===== src/hdl/boot_lfsr_sync_handshake_core_assert.svh =====
// ----------------------------------------------------------------------------
// Boot sync handshake assertion macros
// Clocked concurrent checks on clk, disabled while arst_n is low.
// ----------------------------------------------------------------------------
`ifndef BOOT_LFSR_SYNC_HANDSHAKE_CORE_ASSERT_SVH
`define BOOT_LFSR_SYNC_HANDSHAKE_CORE_ASSERT_SVH

`ifndef SYNTH
`define BLS_ASSERT_NOW(lbl, ante, cons) \
	lbl: assert property (@(posedge clk) disable iff (!arst_n) (ante) |-> (cons)) \
		else $error("boot sync handshake check failed");
`define BLS_ASSERT_NEXT(lbl, ante, cons) \
	lbl: assert property (@(posedge clk) disable iff (!arst_n) (ante) |=> (cons)) \
		else $error("boot sync handshake check failed");
`else
`define BLS_ASSERT_NOW(lbl, ante, cons)
`define BLS_ASSERT_NEXT(lbl, ante, cons)
`endif

`endif


===== src/hdl/bls_pkg.sv =====
// ----------------------------------------------------------------------------
// Boot sync handshake package
// Shared constants, codes and types of the boot sync handshake core.
// ----------------------------------------------------------------------------
package bls_pkg;

	localparam int SYNC_BITS   = 250;
	localparam int CLOCK_BYTES = 258;
	localparam int TX_TOTAL    = 1 + SYNC_BITS + CLOCK_BYTES;
	localparam int TX_POS_W    = $clog2(TX_TOTAL);
	localparam int RX_POS_W    = $clog2(SYNC_BITS);
	localparam int VER_BITS    = 8;

	localparam logic [7:0] LFSR_SEED = 8'd80;
	localparam logic [7:0] CAL_BYTE  = 8'hF9;
	localparam logic [6:0] LFSR_FILL = 7'h7F;

	localparam logic [1:0] RETRY_LIMIT_RST   = 2'd1;
	localparam logic [7:0] TIMEOUT_LIMIT_RST = 8'd100;

	typedef enum logic [1:0] {
		CMD_START   = 2'd0,
		CMD_TX_REQ  = 2'd1,
		CMD_RX_BYTE = 2'd2,
		CMD_TIMEOUT = 2'd3
	} cmd_t;

	typedef enum logic [2:0] {
		PH_IDLE  = 3'd0,
		PH_SEND  = 3'd1,
		PH_CHECK = 3'd2,
		PH_VER   = 3'd3,
		PH_FOUND = 3'd4,
		PH_NONE  = 3'd5
	} phase_t;

	typedef enum logic [0:0] {
		CFG_RETRY_LIMIT   = 1'b0,
		CFG_TIMEOUT_LIMIT = 1'b1
	} cfg_idx_t;

	typedef struct packed {
		logic [7:0]          lfsr;
		phase_t              phase;
		logic [TX_POS_W-1:0] tx_pos;
		logic [RX_POS_W-1:0] rx_pos;
		logic [7:0]          tmo_cnt;
		logic [1:0]          retries;
		logic [7:0]          ver_shift;
		logic                first_seen;
	} state_t;

	typedef struct packed {
		logic [7:0] tx_byte;
		logic       tx_valid;
		logic       reset_request;
		logic [2:0] status;
		logic [7:0] version;
	} result_t;

	typedef struct packed {
		logic [1:0] command;
		logic       rx_bit;
	} item_t;

endpackage


===== src/hdl/bls_if.sv =====
// ----------------------------------------------------------------------------
// Boot sync handshake channels
// Valid/ready channels for command beats and result beats.
// ----------------------------------------------------------------------------
interface bls_cmd_if;
	logic       valid;
	logic       ready;
	logic [1:0] command;
	logic [7:0] rx_byte;

	modport source (output valid, output command, output rx_byte, input ready);
	modport sink (input valid, input command, input rx_byte, output ready);
endinterface

interface bls_res_if;
	logic       valid;
	logic       ready;
	logic [7:0] tx_byte;
	logic       tx_valid;
	logic       reset_request;
	logic [2:0] status;
	logic [7:0] version;

	modport source (output valid, output tx_byte, output tx_valid, output reset_request,
		output status, output version, input ready);
	modport sink (input valid, input tx_byte, input tx_valid, input reset_request,
		input status, input version, output ready);
endinterface


===== src/hdl/bls_in_reg.sv =====
// ----------------------------------------------------------------------------
// Boot sync handshake input register
// Capture a command beat and hold it until the engine consumes it.
// ----------------------------------------------------------------------------
module bls_in_reg (
	input  logic          clk,
	input  logic          arst_n,
	bls_cmd_if.sink       cmd_in,
	input  logic          adv,
	output logic          valid_s1,
	output bls_pkg::item_t item_s1
);

	assign cmd_in.ready = !valid_s1 || adv;

	always_ff @(posedge clk or negedge arst_n) begin
		if (!arst_n) begin
			valid_s1 <= 1'b0;
		end else if (cmd_in.ready) begin
			valid_s1 <= cmd_in.valid;
		end
	end

	always_ff @(posedge clk) begin
		if (cmd_in.ready && cmd_in.valid) begin
			item_s1.command <= cmd_in.command;
			item_s1.rx_bit  <= cmd_in.rx_byte[0];
		end
	end

endmodule


===== src/hdl/bls_engine.sv =====
// ----------------------------------------------------------------------------
// Boot sync handshake engine
// Handshake state and the combinational next-state update for one command beat.
// ----------------------------------------------------------------------------
module bls_engine (
	input  logic            clk,
	input  logic            arst_n,
	input  logic            en,
	input  bls_pkg::item_t  item,
	input  logic [1:0]      retry_limit,
	input  logic [7:0]      timeout_limit,
	output bls_pkg::result_t res,
	output bls_pkg::phase_t phase
);

	bls_pkg::state_t st_q;
	bls_pkg::state_t nxt;
	logic [7:0]      lfsr_adv;
	logic            lfsr_out;
	logic [7:0]      ver_new;

	assign lfsr_out = st_q.lfsr[0];
	assign lfsr_adv = {st_q.lfsr[6:0],
		st_q.lfsr[7] ^ st_q.lfsr[5] ^ st_q.lfsr[4] ^ st_q.lfsr[1]};
	assign ver_new  = {item.rx_bit, st_q.ver_shift[7:1]};
	assign phase    = st_q.phase;

	always_comb begin
		nxt               = st_q;
		res.tx_byte       = 8'd0;
		res.tx_valid      = 1'b0;
		res.reset_request = 1'b0;
		case (item.command)
			bls_pkg::CMD_START: begin
				nxt.lfsr       = bls_pkg::LFSR_SEED;
				nxt.phase      = bls_pkg::PH_SEND;
				nxt.tx_pos     = '0;
				nxt.rx_pos     = '0;
				nxt.tmo_cnt    = 8'd0;
				nxt.ver_shift  = 8'd0;
				nxt.first_seen = 1'b0;
				nxt.retries    = retry_limit;
			end
			bls_pkg::CMD_TX_REQ: begin
				if (st_q.phase == bls_pkg::PH_SEND) begin
					res.tx_valid = 1'b1;
					if (st_q.tx_pos == '0) begin
						res.tx_byte = bls_pkg::CAL_BYTE;
					end else if (st_q.tx_pos <= bls_pkg::TX_POS_W'(bls_pkg::SYNC_BITS)) begin
						res.tx_byte = {bls_pkg::LFSR_FILL, lfsr_out};
						nxt.lfsr    = lfsr_adv;
					end else begin
						res.tx_byte = bls_pkg::CAL_BYTE;
					end
					nxt.tx_pos = st_q.tx_pos + 1'b1;
					if (st_q.tx_pos == bls_pkg::TX_POS_W'(bls_pkg::TX_TOTAL - 1)) begin
						nxt.phase      = bls_pkg::PH_CHECK;
						nxt.rx_pos     = '0;
						nxt.tmo_cnt    = 8'd0;
						nxt.first_seen = 1'b0;
					end
				end
			end
			bls_pkg::CMD_RX_BYTE: begin
				if (st_q.phase == bls_pkg::PH_CHECK) begin
					nxt.lfsr = lfsr_adv;
					if (item.rx_bit != lfsr_out) begin
						if (st_q.retries != 2'd0) begin
							nxt.retries       = st_q.retries - 2'd1;
							res.reset_request = 1'b1;
							nxt.lfsr          = bls_pkg::LFSR_SEED;
							nxt.phase         = bls_pkg::PH_SEND;
							nxt.tx_pos        = '0;
							nxt.rx_pos        = '0;
							nxt.tmo_cnt       = 8'd0;
							nxt.ver_shift     = 8'd0;
							nxt.first_seen    = 1'b0;
						end else begin
							nxt.phase = bls_pkg::PH_NONE;
						end
					end else begin
						nxt.first_seen = 1'b1;
						nxt.tmo_cnt    = 8'd0;
						if (st_q.rx_pos == bls_pkg::RX_POS_W'(bls_pkg::SYNC_BITS - 1)) begin
							nxt.phase     = bls_pkg::PH_VER;
							nxt.rx_pos    = '0;
							nxt.ver_shift = 8'd0;
						end else begin
							nxt.rx_pos = st_q.rx_pos + 1'b1;
						end
					end
				end else if (st_q.phase == bls_pkg::PH_VER) begin
					nxt.ver_shift = ver_new;
					nxt.rx_pos    = st_q.rx_pos + 1'b1;
					if (st_q.rx_pos == bls_pkg::RX_POS_W'(bls_pkg::VER_BITS - 1)) begin
						nxt.phase = (ver_new != 8'd0) ? bls_pkg::PH_FOUND : bls_pkg::PH_NONE;
					end
				end
			end
			bls_pkg::CMD_TIMEOUT: begin
				if (st_q.phase == bls_pkg::PH_CHECK) begin
					if (!st_q.first_seen || st_q.tmo_cnt >= timeout_limit) begin
						nxt.phase = bls_pkg::PH_NONE;
					end else begin
						nxt.tmo_cnt = st_q.tmo_cnt + 8'd1;
					end
				end
			end
			default: begin
				nxt = st_q;
			end
		endcase
		res.status  = nxt.phase;
		res.version = (nxt.phase == bls_pkg::PH_FOUND) ? nxt.ver_shift : 8'd0;
	end

	always_ff @(posedge clk or negedge arst_n) begin
		if (!arst_n) begin
			st_q.lfsr       <= bls_pkg::LFSR_SEED;
			st_q.phase      <= bls_pkg::PH_IDLE;
			st_q.tx_pos     <= '0;
			st_q.rx_pos     <= '0;
			st_q.tmo_cnt    <= 8'd0;
			st_q.retries    <= 2'd0;
			st_q.ver_shift  <= 8'd0;
			st_q.first_seen <= 1'b0;
		end else if (en) begin
			st_q <= nxt;
		end
	end

endmodule


===== src/hdl/bls_out_reg.sv =====
// ----------------------------------------------------------------------------
// Boot sync handshake result register
// Hold a result beat until the sink takes it.
// ----------------------------------------------------------------------------
module bls_out_reg (
	input  logic             clk,
	input  logic             arst_n,
	input  logic             load,
	input  bls_pkg::result_t res,
	output logic             can_load,
	bls_res_if.source        res_out
);

	bls_pkg::result_t res_q;
	logic             valid_q;

	assign can_load = !valid_q || res_out.ready;

	always_ff @(posedge clk or negedge arst_n) begin
		if (!arst_n) begin
			valid_q <= 1'b0;
		end else if (can_load) begin
			valid_q <= load;
		end
	end

	always_ff @(posedge clk) begin
		if (can_load && load) begin
			res_q <= res;
		end
	end

	assign res_out.valid         = valid_q;
	assign res_out.tx_byte       = res_q.tx_byte;
	assign res_out.tx_valid      = res_q.tx_valid;
	assign res_out.reset_request = res_q.reset_request;
	assign res_out.status        = res_q.status;
	assign res_out.version       = res_q.version;

endmodule


===== src/hdl/boot_lfsr_sync_handshake_core.sv =====
// The core takes one command beat per clock while the result channel does not stall, and
// returns exactly one result beat for each. An accepted beat is held in the input register
// while the combinational state update runs on it, and the update is written to the result
// register, which presents the result beat. Throughput is one beat per cycle while the
// result channel does not stall. While the result channel stalls, the result register and
// the input register each hold one beat, and the input then stalls.
// ----------------------------------------------------------------------------
// Boot sync handshake core
// Host side of a serial boot sync handshake with LFSR check and version read.
// ----------------------------------------------------------------------------
`include "boot_lfsr_sync_handshake_core_assert.svh"

module boot_lfsr_sync_handshake_core (
	input  logic       clk,
	input  logic       arst_n,
	bls_cmd_if.sink    cmd_in,
	bls_res_if.source  res_out,
	input  logic       cfg_we,
	input  logic [0:0] cfg_index,
	input  logic [7:0] cfg_wdata
);

	logic             valid_s1;
	bls_pkg::item_t   item_s1;
	logic             can_load;
	logic             adv;
	bls_pkg::result_t res;
	bls_pkg::phase_t  phase;
	logic [1:0]       retry_limit_q;
	logic [7:0]       timeout_limit_q;
	logic             res_send;
	logic             res_check;
	logic             res_found;

	assign adv = valid_s1 && can_load;

	always_ff @(posedge clk or negedge arst_n) begin
		if (!arst_n) begin
			retry_limit_q   <= bls_pkg::RETRY_LIMIT_RST;
			timeout_limit_q <= bls_pkg::TIMEOUT_LIMIT_RST;
		end else if (cfg_we) begin
			case (cfg_index)
				bls_pkg::CFG_RETRY_LIMIT:   retry_limit_q   <= cfg_wdata[1:0];
				bls_pkg::CFG_TIMEOUT_LIMIT: timeout_limit_q <= cfg_wdata;
				default: begin
					retry_limit_q <= retry_limit_q;
				end
			endcase
		end
	end

	bls_in_reg u_in (
		.clk      (clk),
		.arst_n   (arst_n),
		.cmd_in   (cmd_in),
		.adv      (adv),
		.valid_s1 (valid_s1),
		.item_s1  (item_s1)
	);

	bls_engine u_engine (
		.clk           (clk),
		.arst_n        (arst_n),
		.en            (adv),
		.item          (item_s1),
		.retry_limit   (retry_limit_q),
		.timeout_limit (timeout_limit_q),
		.res           (res),
		.phase         (phase)
	);

	bls_out_reg u_out (
		.clk      (clk),
		.arst_n   (arst_n),
		.load     (adv),
		.res      (res),
		.can_load (can_load),
		.res_out  (res_out)
	);

	assign res_send  = (res_out.status == bls_pkg::PH_SEND);
	assign res_check = (res_out.status == bls_pkg::PH_CHECK);
	assign res_found = (res_out.status == bls_pkg::PH_FOUND);

	`BLS_ASSERT_NOW(a_rreq_sending, res_out.valid && res_out.reset_request, res_send)
	`BLS_ASSERT_NOW(a_tx_phase, res_out.valid && res_out.tx_valid, res_send || res_check)
	`BLS_ASSERT_NOW(a_ver_found, res_out.valid && res_out.version != 8'd0, res_found)
	`BLS_ASSERT_NEXT(a_hold_s1, valid_s1 && !can_load, valid_s1 && $stable(phase))

endmodule


===== src/flat_wrapper.sv =====
// flat-port wrapper written by rule: the top's interface ports become plain ports
module boot_lfsr_sync_handshake_core_flat 
  (clk, arst_n, cfg_we, cfg_index, cfg_wdata, cmd_in_valid, cmd_in_command, cmd_in_rx_byte, cmd_in_ready, res_out_valid, res_out_tx_byte, res_out_tx_valid, res_out_reset_request, res_out_status, res_out_version, res_out_ready);
  bls_cmd_if cmd_in_i ();
  bls_res_if res_out_i ();
  input  logic clk;
  input  logic arst_n;
  input  logic cfg_we;
  input  logic [0:0] cfg_index;
  input  logic [7:0] cfg_wdata;
  input wire logic [$bits(cmd_in_i.valid)-1:0] cmd_in_valid;
  input wire logic [$bits(cmd_in_i.command)-1:0] cmd_in_command;
  input wire logic [$bits(cmd_in_i.rx_byte)-1:0] cmd_in_rx_byte;
  output wire logic [$bits(cmd_in_i.ready)-1:0] cmd_in_ready;
  output wire logic [$bits(res_out_i.valid)-1:0] res_out_valid;
  output wire logic [$bits(res_out_i.tx_byte)-1:0] res_out_tx_byte;
  output wire logic [$bits(res_out_i.tx_valid)-1:0] res_out_tx_valid;
  output wire logic [$bits(res_out_i.reset_request)-1:0] res_out_reset_request;
  output wire logic [$bits(res_out_i.status)-1:0] res_out_status;
  output wire logic [$bits(res_out_i.version)-1:0] res_out_version;
  input wire logic [$bits(res_out_i.ready)-1:0] res_out_ready;
  assign cmd_in_i.valid = cmd_in_valid;
  assign cmd_in_i.command = cmd_in_command;
  assign cmd_in_i.rx_byte = cmd_in_rx_byte;
  assign cmd_in_ready = cmd_in_i.ready;
  assign res_out_valid = res_out_i.valid;
  assign res_out_tx_byte = res_out_i.tx_byte;
  assign res_out_tx_valid = res_out_i.tx_valid;
  assign res_out_reset_request = res_out_i.reset_request;
  assign res_out_status = res_out_i.status;
  assign res_out_version = res_out_i.version;
  assign res_out_i.ready = res_out_ready;
  boot_lfsr_sync_handshake_core u_core (.clk(clk), .arst_n(arst_n), .cmd_in(cmd_in_i), .res_out(res_out_i), .cfg_we(cfg_we), .cfg_index(cfg_index), .cfg_wdata(cfg_wdata));
endmodule

===== config.mk =====
export PLATFORM = sky130hd
export DESIGN_NAME = boot_lfsr_sync_handshake_core_flat
export DESIGN_NICKNAME = d
export VERILOG_FILES = /design/src/hdl/bls_pkg.sv /design/src/hdl/bls_if.sv /design/src/hdl/bls_in_reg.sv /design/src/hdl/bls_engine.sv /design/src/hdl/bls_out_reg.sv /design/src/hdl/boot_lfsr_sync_handshake_core.sv /design/src/flat_wrapper.sv
export VERILOG_INCLUDE_DIRS = /design/src /design/src/hdl
export SDC_FILE = /design/constraint.sdc
export NUM_CORES = 1
export LEC_CHECK = 0
export BUFFER_PORTS_ARGS = -buffer_cell sky130_fd_sc_hd__buf_4
export CAP_MARGIN = 5
export CORE_UTILIZATION = 53
export DETAILED_ROUTE_END_ITERATION = 16
export PLACE_DENSITY = 0.72
export SLEW_MARGIN = 10
export SYNTH_ARGS = -nofsm -noshare
export SYNTH_HDL_FRONTEND = slang
export SYNTH_SLANG_ARGS = --single-unit
export TNS_END_PERCENT = 20

===== constraint.sdc =====
create_clock -name clk -period 2.6 [get_ports clk]
set_input_delay 0.26 -clock clk [delete_from_list [all_inputs] [get_ports clk]]
set_output_delay 0.26 -clock clk [all_outputs]
set_load 0.02 [all_outputs]

Word-level counts from Yosys, hierarchy flattened. Index checks and enable logic that the tools add are counted.

$add $sub $neg: 4. $mul: 0. Divide/modulo/power cells: 0. $lt $le $gt $ge: 2. Equal/unequal tests: 23. Shift operators: 0. Muxes and demuxes: 45. Bitwise gates (word level): 6. Reduce and logical (&&, ||, !) cells: 26.

Operator list (number): two-way mux 8 bit (13); two-way mux 36 bit (2); one-hot mux 17 bit (3 select lines) (1); two-way mux 16 bit (2); one-hot mux 8 bit (4 select lines) (1); two-way mux 3 bit (10); two-way mux 9 bit (3); one-hot mux 8 bit (3 select lines) (1); AND reduction 6 bit (4); one-hot mux 10 bit (2 select lines) (1); != test 2 bit (second input constant) (9); adder 8 x 1 -> 8 bit (second input constant) (2); one-hot mux 3 bit (4 select lines) (1); two-way mux 10 bit (1); adder 9 x 1 -> 9 bit (second input constant) (1); equality test 9 bit (second input constant) (1); less-or-equal comparator 9 x 8 -> 1 bit (second input constant) (1); logical NOT 9 bit (1); equality test 8 x 3 -> 1 bit (second input constant) (1); equality test 8 bit (second input constant) (1); >= comparator 8 bit (1); nonzero test 8 bit (1); two-way mux 1 bit (7); AND reduction 7 bit (1); other kinds (23) (39).

Bits in registers: 79. Bits in latches: 0. Memory bits (writable): 0. ROM bits: 0. Input port bits: 24. Output and inout port bits: 23. Logic and storage cells: 126. Memories: 0.

Logic depth before layout (Yosys ltp).
Depth after elaboration: 8. Depth in mapped cells: 10.

Cells and area by module. From an unflattened synthesis, not the netlist that was laid out.

Cells, all modules: 429. Area total of the unflattened synthesis: 4624.4 um^2.

By module, submodules not included: bls_engine (instances 1, cells each 374, area an instance 3374.5 um^2, sequential area each 1178.6 um^2); bls_out_reg (instances 1, cells each 25, area an instance 684.4 um^2, sequential area each 655.6 um^2); boot_lfsr_sync_handshake_core (instances 1, cells each 23, area an instance 421.7 um^2, sequential area each 255.2 um^2); bls_in_reg (instances 1, cells each 7, area an instance 143.9 um^2, sequential area each 115.1 um^2).

Worst setup path before layout. OpenSTA, ideal clock, no wires.

Path kind: flip-flop to flip-flop. Start: register u_core.u_engine.st_q[11] (netlist name). End: register u_core.u_engine.st_q[17] (netlist name). Setup time: 0.069 ns. Arrival time: 2.392 ns. Data required time: 2.531 ns. Path slack: 0.139 ns. Cell stages (with the launch flop): 9. Buffers on the path: 0. Clock period less this slack: 2.461 ns. Cells stage by stage: dfrtp_1 -> inv_1 -> ha_1 -> nand2b_1 -> a2111o_1 -> a211oi_1 -> o2111ai_2 -> or4_1 -> nand3_1.

Word-level cells in the longest chain between the ends: 4. Elaborated cells between the ends (all ways): 8.

RTL lines: from (decl) (line bls_engine.sv:16) `bls_pkg::state_t st_q;`; from (signal assigned) (line bls_engine.sv:128) `st_q <= nxt;`; adder 8 x 1 -> 8 bit or >= comparator 8 bit (tied branches) (line bls_engine.sv:105, bls_engine.sv:102); two-way mux 8 bit or logical OR 1 bit (tied branches) (line bls_engine.sv:102) `if (!st_q.first_seen || st_q.tmo_cnt >= timeout_limit) begin`; two-way mux 8 bit or != test 2 bit (tied branches); one-hot mux 8 bit (4 select lines) or AND reduction 7 bit (tied branches).

Several ways; a longest one is shown, not always the timed one. The select of a mux whose other input is x is not followed. A chain may end at the register's enable or synchronous reset.

Worst setup path in the final report.
Start: register u_core.u_engine.st_q[11] (netlist name). End: register u_core.u_engine.st_q[15] (netlist name).

Same word-level chain as after synthesis.

==> results.tsv <==
stage	metric	value	unit
status	run status	finished with violations	
status	failing checks	hold timing	
synth	syn avg cell area	9.75	sq um
placement	Routability Congestion	0.840	
synth	post-synthesis adder-cell area fraction	0.0552	
sta	Final min period	2460	ps
layout	Layout Nets	544	
setup_path	crit-path max FO	9	
synth	number of enable flip-flop cells after synthesis	19	
grt	largest net degree at the start of global routing	60	
job	max-cap viol count	0	
layout	area occupied by multi-input gates	0.00207	sq mm
grt	vias in the first global route	3309	
synth	multiplexer share of the synthesized area	0.0313	
sta	clk_skew	3.75	ps
synth	syn nets	485	
synth	post-synthesis sequential area ratio	0.477	
setup_path	crit path kind	flip-flop to flip-flop	
synth	Gate Count Post-Synth	442	
layout	Storage cell area	0.00205	sq mm
grt	first-pass GRT wire length	15600	um
synth	most common cell in the netlist	dfrtp_1	
sta	max-slew violation count	0	
synth	asr flop ratio synth	0.756	
sta	# setup viols final	0	
worst_hold_path	class of the worst hold path	input port to async pin	
layout	design area	0.00514	sq mm
sta	slew at the pin closest to its max-slew limit	775	ps
clocking	CTS Buf Count	9	
clocking	CTS sink count	78	
detailed_routing	drc violations	0	
sta	setup slack after layout	144	ps
die	Placeable Area	0.00781	sq mm
synth	complex-gate fraction of the synthesized area	0.198	
detailed_routing	WL/cell	15.2	um
clocking	CTS Buffer Depth	2	
setup_path	CP arrival	2680	ps
sta	Hold Violations, Final	26	
layout	FILL cells	625	
die	Initial Util	0.552	
placement	DP Area	0.00484	sq mm
placement	IO buf count	39	
synth	yosys warns	0	
setup_path	Critical Path RT	2830	ps
placement	dpl ws	7.82	ps
die	die area	0.00850	sq mm
layout	P&R area growth vs syn	19.2	%
sta	final period utilization	0.945	
grt	initial antenna violation count	0	
synth	top-area cell type share of the netlist area	0.308	
clocking	H-tree depth	3	
detailed_routing	initial DRC count	183	
synth	register bit total from synthesis	78	
placement	post-DP HPWL	6500	um
setup_path	Crit. End Element	flip-flop	
synth	main area contributors after synthesis	dfrtp_1, edfxtp_1, ha_1	
layout	layout cells sized above 1	0.231	
die	die extent in y	92.2	um
layout	post-route insts no fill	608	
detailed_routing	final wirelength	9250	um
clocking	clock insertion delay at the later pin of the skew report	350	ps
clocking	clock-pin slew on the worst setup and hold paths	80	ps
sta	Max Fclk	407	MHz
die	Core Rows	32	
sta	final hold slack	-22.4	ps
detailed_routing	via count	3501	
die	I/O pin cnt	47	
power	P_leak	0.00226	uW
setup_path	Worst setup SP type	flip-flop	
synth	Post-synth top cells	dfrtp_1, nand2_1, nor2_1	
synth	Simple-Gate Fraction of Synth Area	0.178	
layout	Antenna Cells	0	
setup_path	R2R Setup Slk	140	ps
clocking	TritonCTS clock tree	yes	
detailed_routing	Pre-antenna DRT Iters	4	
placement	Placed Cells	590	
synth	largest family of logic cells by synthesized area	compound AO/OA/AOI/OAI gates	
grt	grt ovf	0	
clocking	Root Driver	clkbuf_8	
detailed_routing	Final ANT Viol Nets	0	
synth	post-synthesis xor/xnor area fraction	0.00813	
power	VDD IR max	0.311	mV
synth	Mapped Area	0.00431	sq mm
die	die width	92.2	um
synth	Post-synth top flop	dfrtp_1	
synth	Synth cell types	63	
synth	area leader, netlist	dfrtp_1	
detailed_routing	Vias/cell	5.76	
sta	Slew headroom	0.484	
grt	Total GRT Usage	0.233	
power	PD cells	614	mW/mm^2
## final cells by class
| cell class | count | area share |
|---|---|---|
| clock buffer | 9 | 0.0241 |
| clock inverter | 7 | 0.0236 |
| inverter | 32 | 0.0234 |
| multi-input combinational | 310 | 0.402 |
| sequential | 78 | 0.400 |
| tap | 102 | 0.0248 |
| timing repair buffer | 70 | 0.102 |
## path summary, 6_finish.rpt
check / start / endpoint / cells after the start
setup / recovery: u_core.u_engine.st_q[11] / u_core.u_engine.st_q[15] / 8
hold / removal: arst_n / u_core.u_engine.lfsr_adv[6] / 1
setup reg to reg: u_core.u_engine.st_q[11] / u_core.u_engine.st_q[15] / 8
hold reg to reg: u_core.u_in.valid_s1 / u_core.u_out.res_out.valid / 1
max in group asynchronous: arst_n / u_core.u_engine.st_q[26] / 1
min in group clk: cmd_in_command[1] / u_core.u_in.item_s1[2] / 1
## per-stage QoR
| stage | util | power (uW) | setup TNS, ps |
|---|---|---|---|
| floorplan | - | 1840 | 0 |
| global placement | 0.620 | 2040 | 0 |
| detailed placement | 0.620 | 2060 | 0 |
| CTS | 0.652 | 3160 | 0 |
| global route | 0.658 | 3310 | -85.5 |
| finish | 0.658 | 3150 | 0 |
## cell families after synthesis
| family | count (synthesis) |
|---|---|
| mux | 12 |
| flops | 78 |
| simple gates | 151 |
| xor+xnor | 4 |
| compound gates | 124 |
| fa+ha+maj | 19 |
| buf+inv | 54 |
## registers in the layout, summed over array words and instances, names as in the netlist
| name | cells |
|---|---|
| u_core.retry_limit_q | 2 |
| u_core.timeout_limit_q | 8 |
| u_core.u_engine.lfsr_adv | 7 |
| u_core.u_engine.phase | 3 |
| u_core.u_engine.st_q | 37 |
| u_core.u_in.item_s1 | 3 |
| u_core.u_in.valid_s1 | 1 |
| u_core.u_out.res_out.reset_request | 1 |
| u_core.u_out.res_out.status | 3 |
| u_core.u_out.res_out.tx_byte | 3 |
| u_core.u_out.res_out.tx_valid | 1 |
| u_core.u_out.res_out.valid | 1 |
| u_core.u_out.res_out.version | 8 |
## cell usage in the layout (no fill, tap or decap), drive strengths merged, types with 5 or more instances in the layout
master	netlist	final
a21oi	9	9
nor3	8	8
a22oi	6	6
nand3	20	20
o31ai	17	17
and2	7	7
ha	19	19
dfrtp	53	53
a21o	5	5
nor2b	7	7
and3	5	5
o21ai	45	45
inv	32	33
buf	8	70
mux2	12	12
edfxtp	19	19
nor2	34	34
dfstp	6	6
nand2b	10	10
nand2	37	37
clkbuf	14	9
a22o	7	7
## power by group
part           switching [uW]  internal (uW)  leakage (uW)
sequential               80.7           1370      0.000963
clock                     459            643      0.000124
combinational             348            251       0.00117
total                     887           2270       0.00226
## critical path, cell delays in order (launching register included)
cell and delay, ps:
dfrtp_1 410, inv_1 60, ha_1 280, nand2b_1 140, a2111o_1 430, a2111oi_1 500, o21ai_2 240, o21ai_1 190
o31ai_1 90
## per-layer routing
layer / part of all wire / track usage / up-vias / routed length (um)
met2: 0.49 / 0.387 / 98 / 4490
met5: 0 / 0 / - / 0
met3: 0.049 / 0.0522 / 6 / 457
met4: 0.0061 / 0.0534 / 0 / 56
met1: 0.46 / 0.311 / 1672 / 4250
li1: - / - / 1725 / -
## timing repair
| item | in CTS | in global routing |
|---|---|---|
| pin swaps | 0 | 7 |
| buffers inserted | 0 | 2 |
| endpoints found under the setup margin | 1 | 14 |
| hold buffers | 0 | 0 |
| gates resized for setup | 1 | 6 |
No activity file was read; power rests on OpenSTA's default activity.
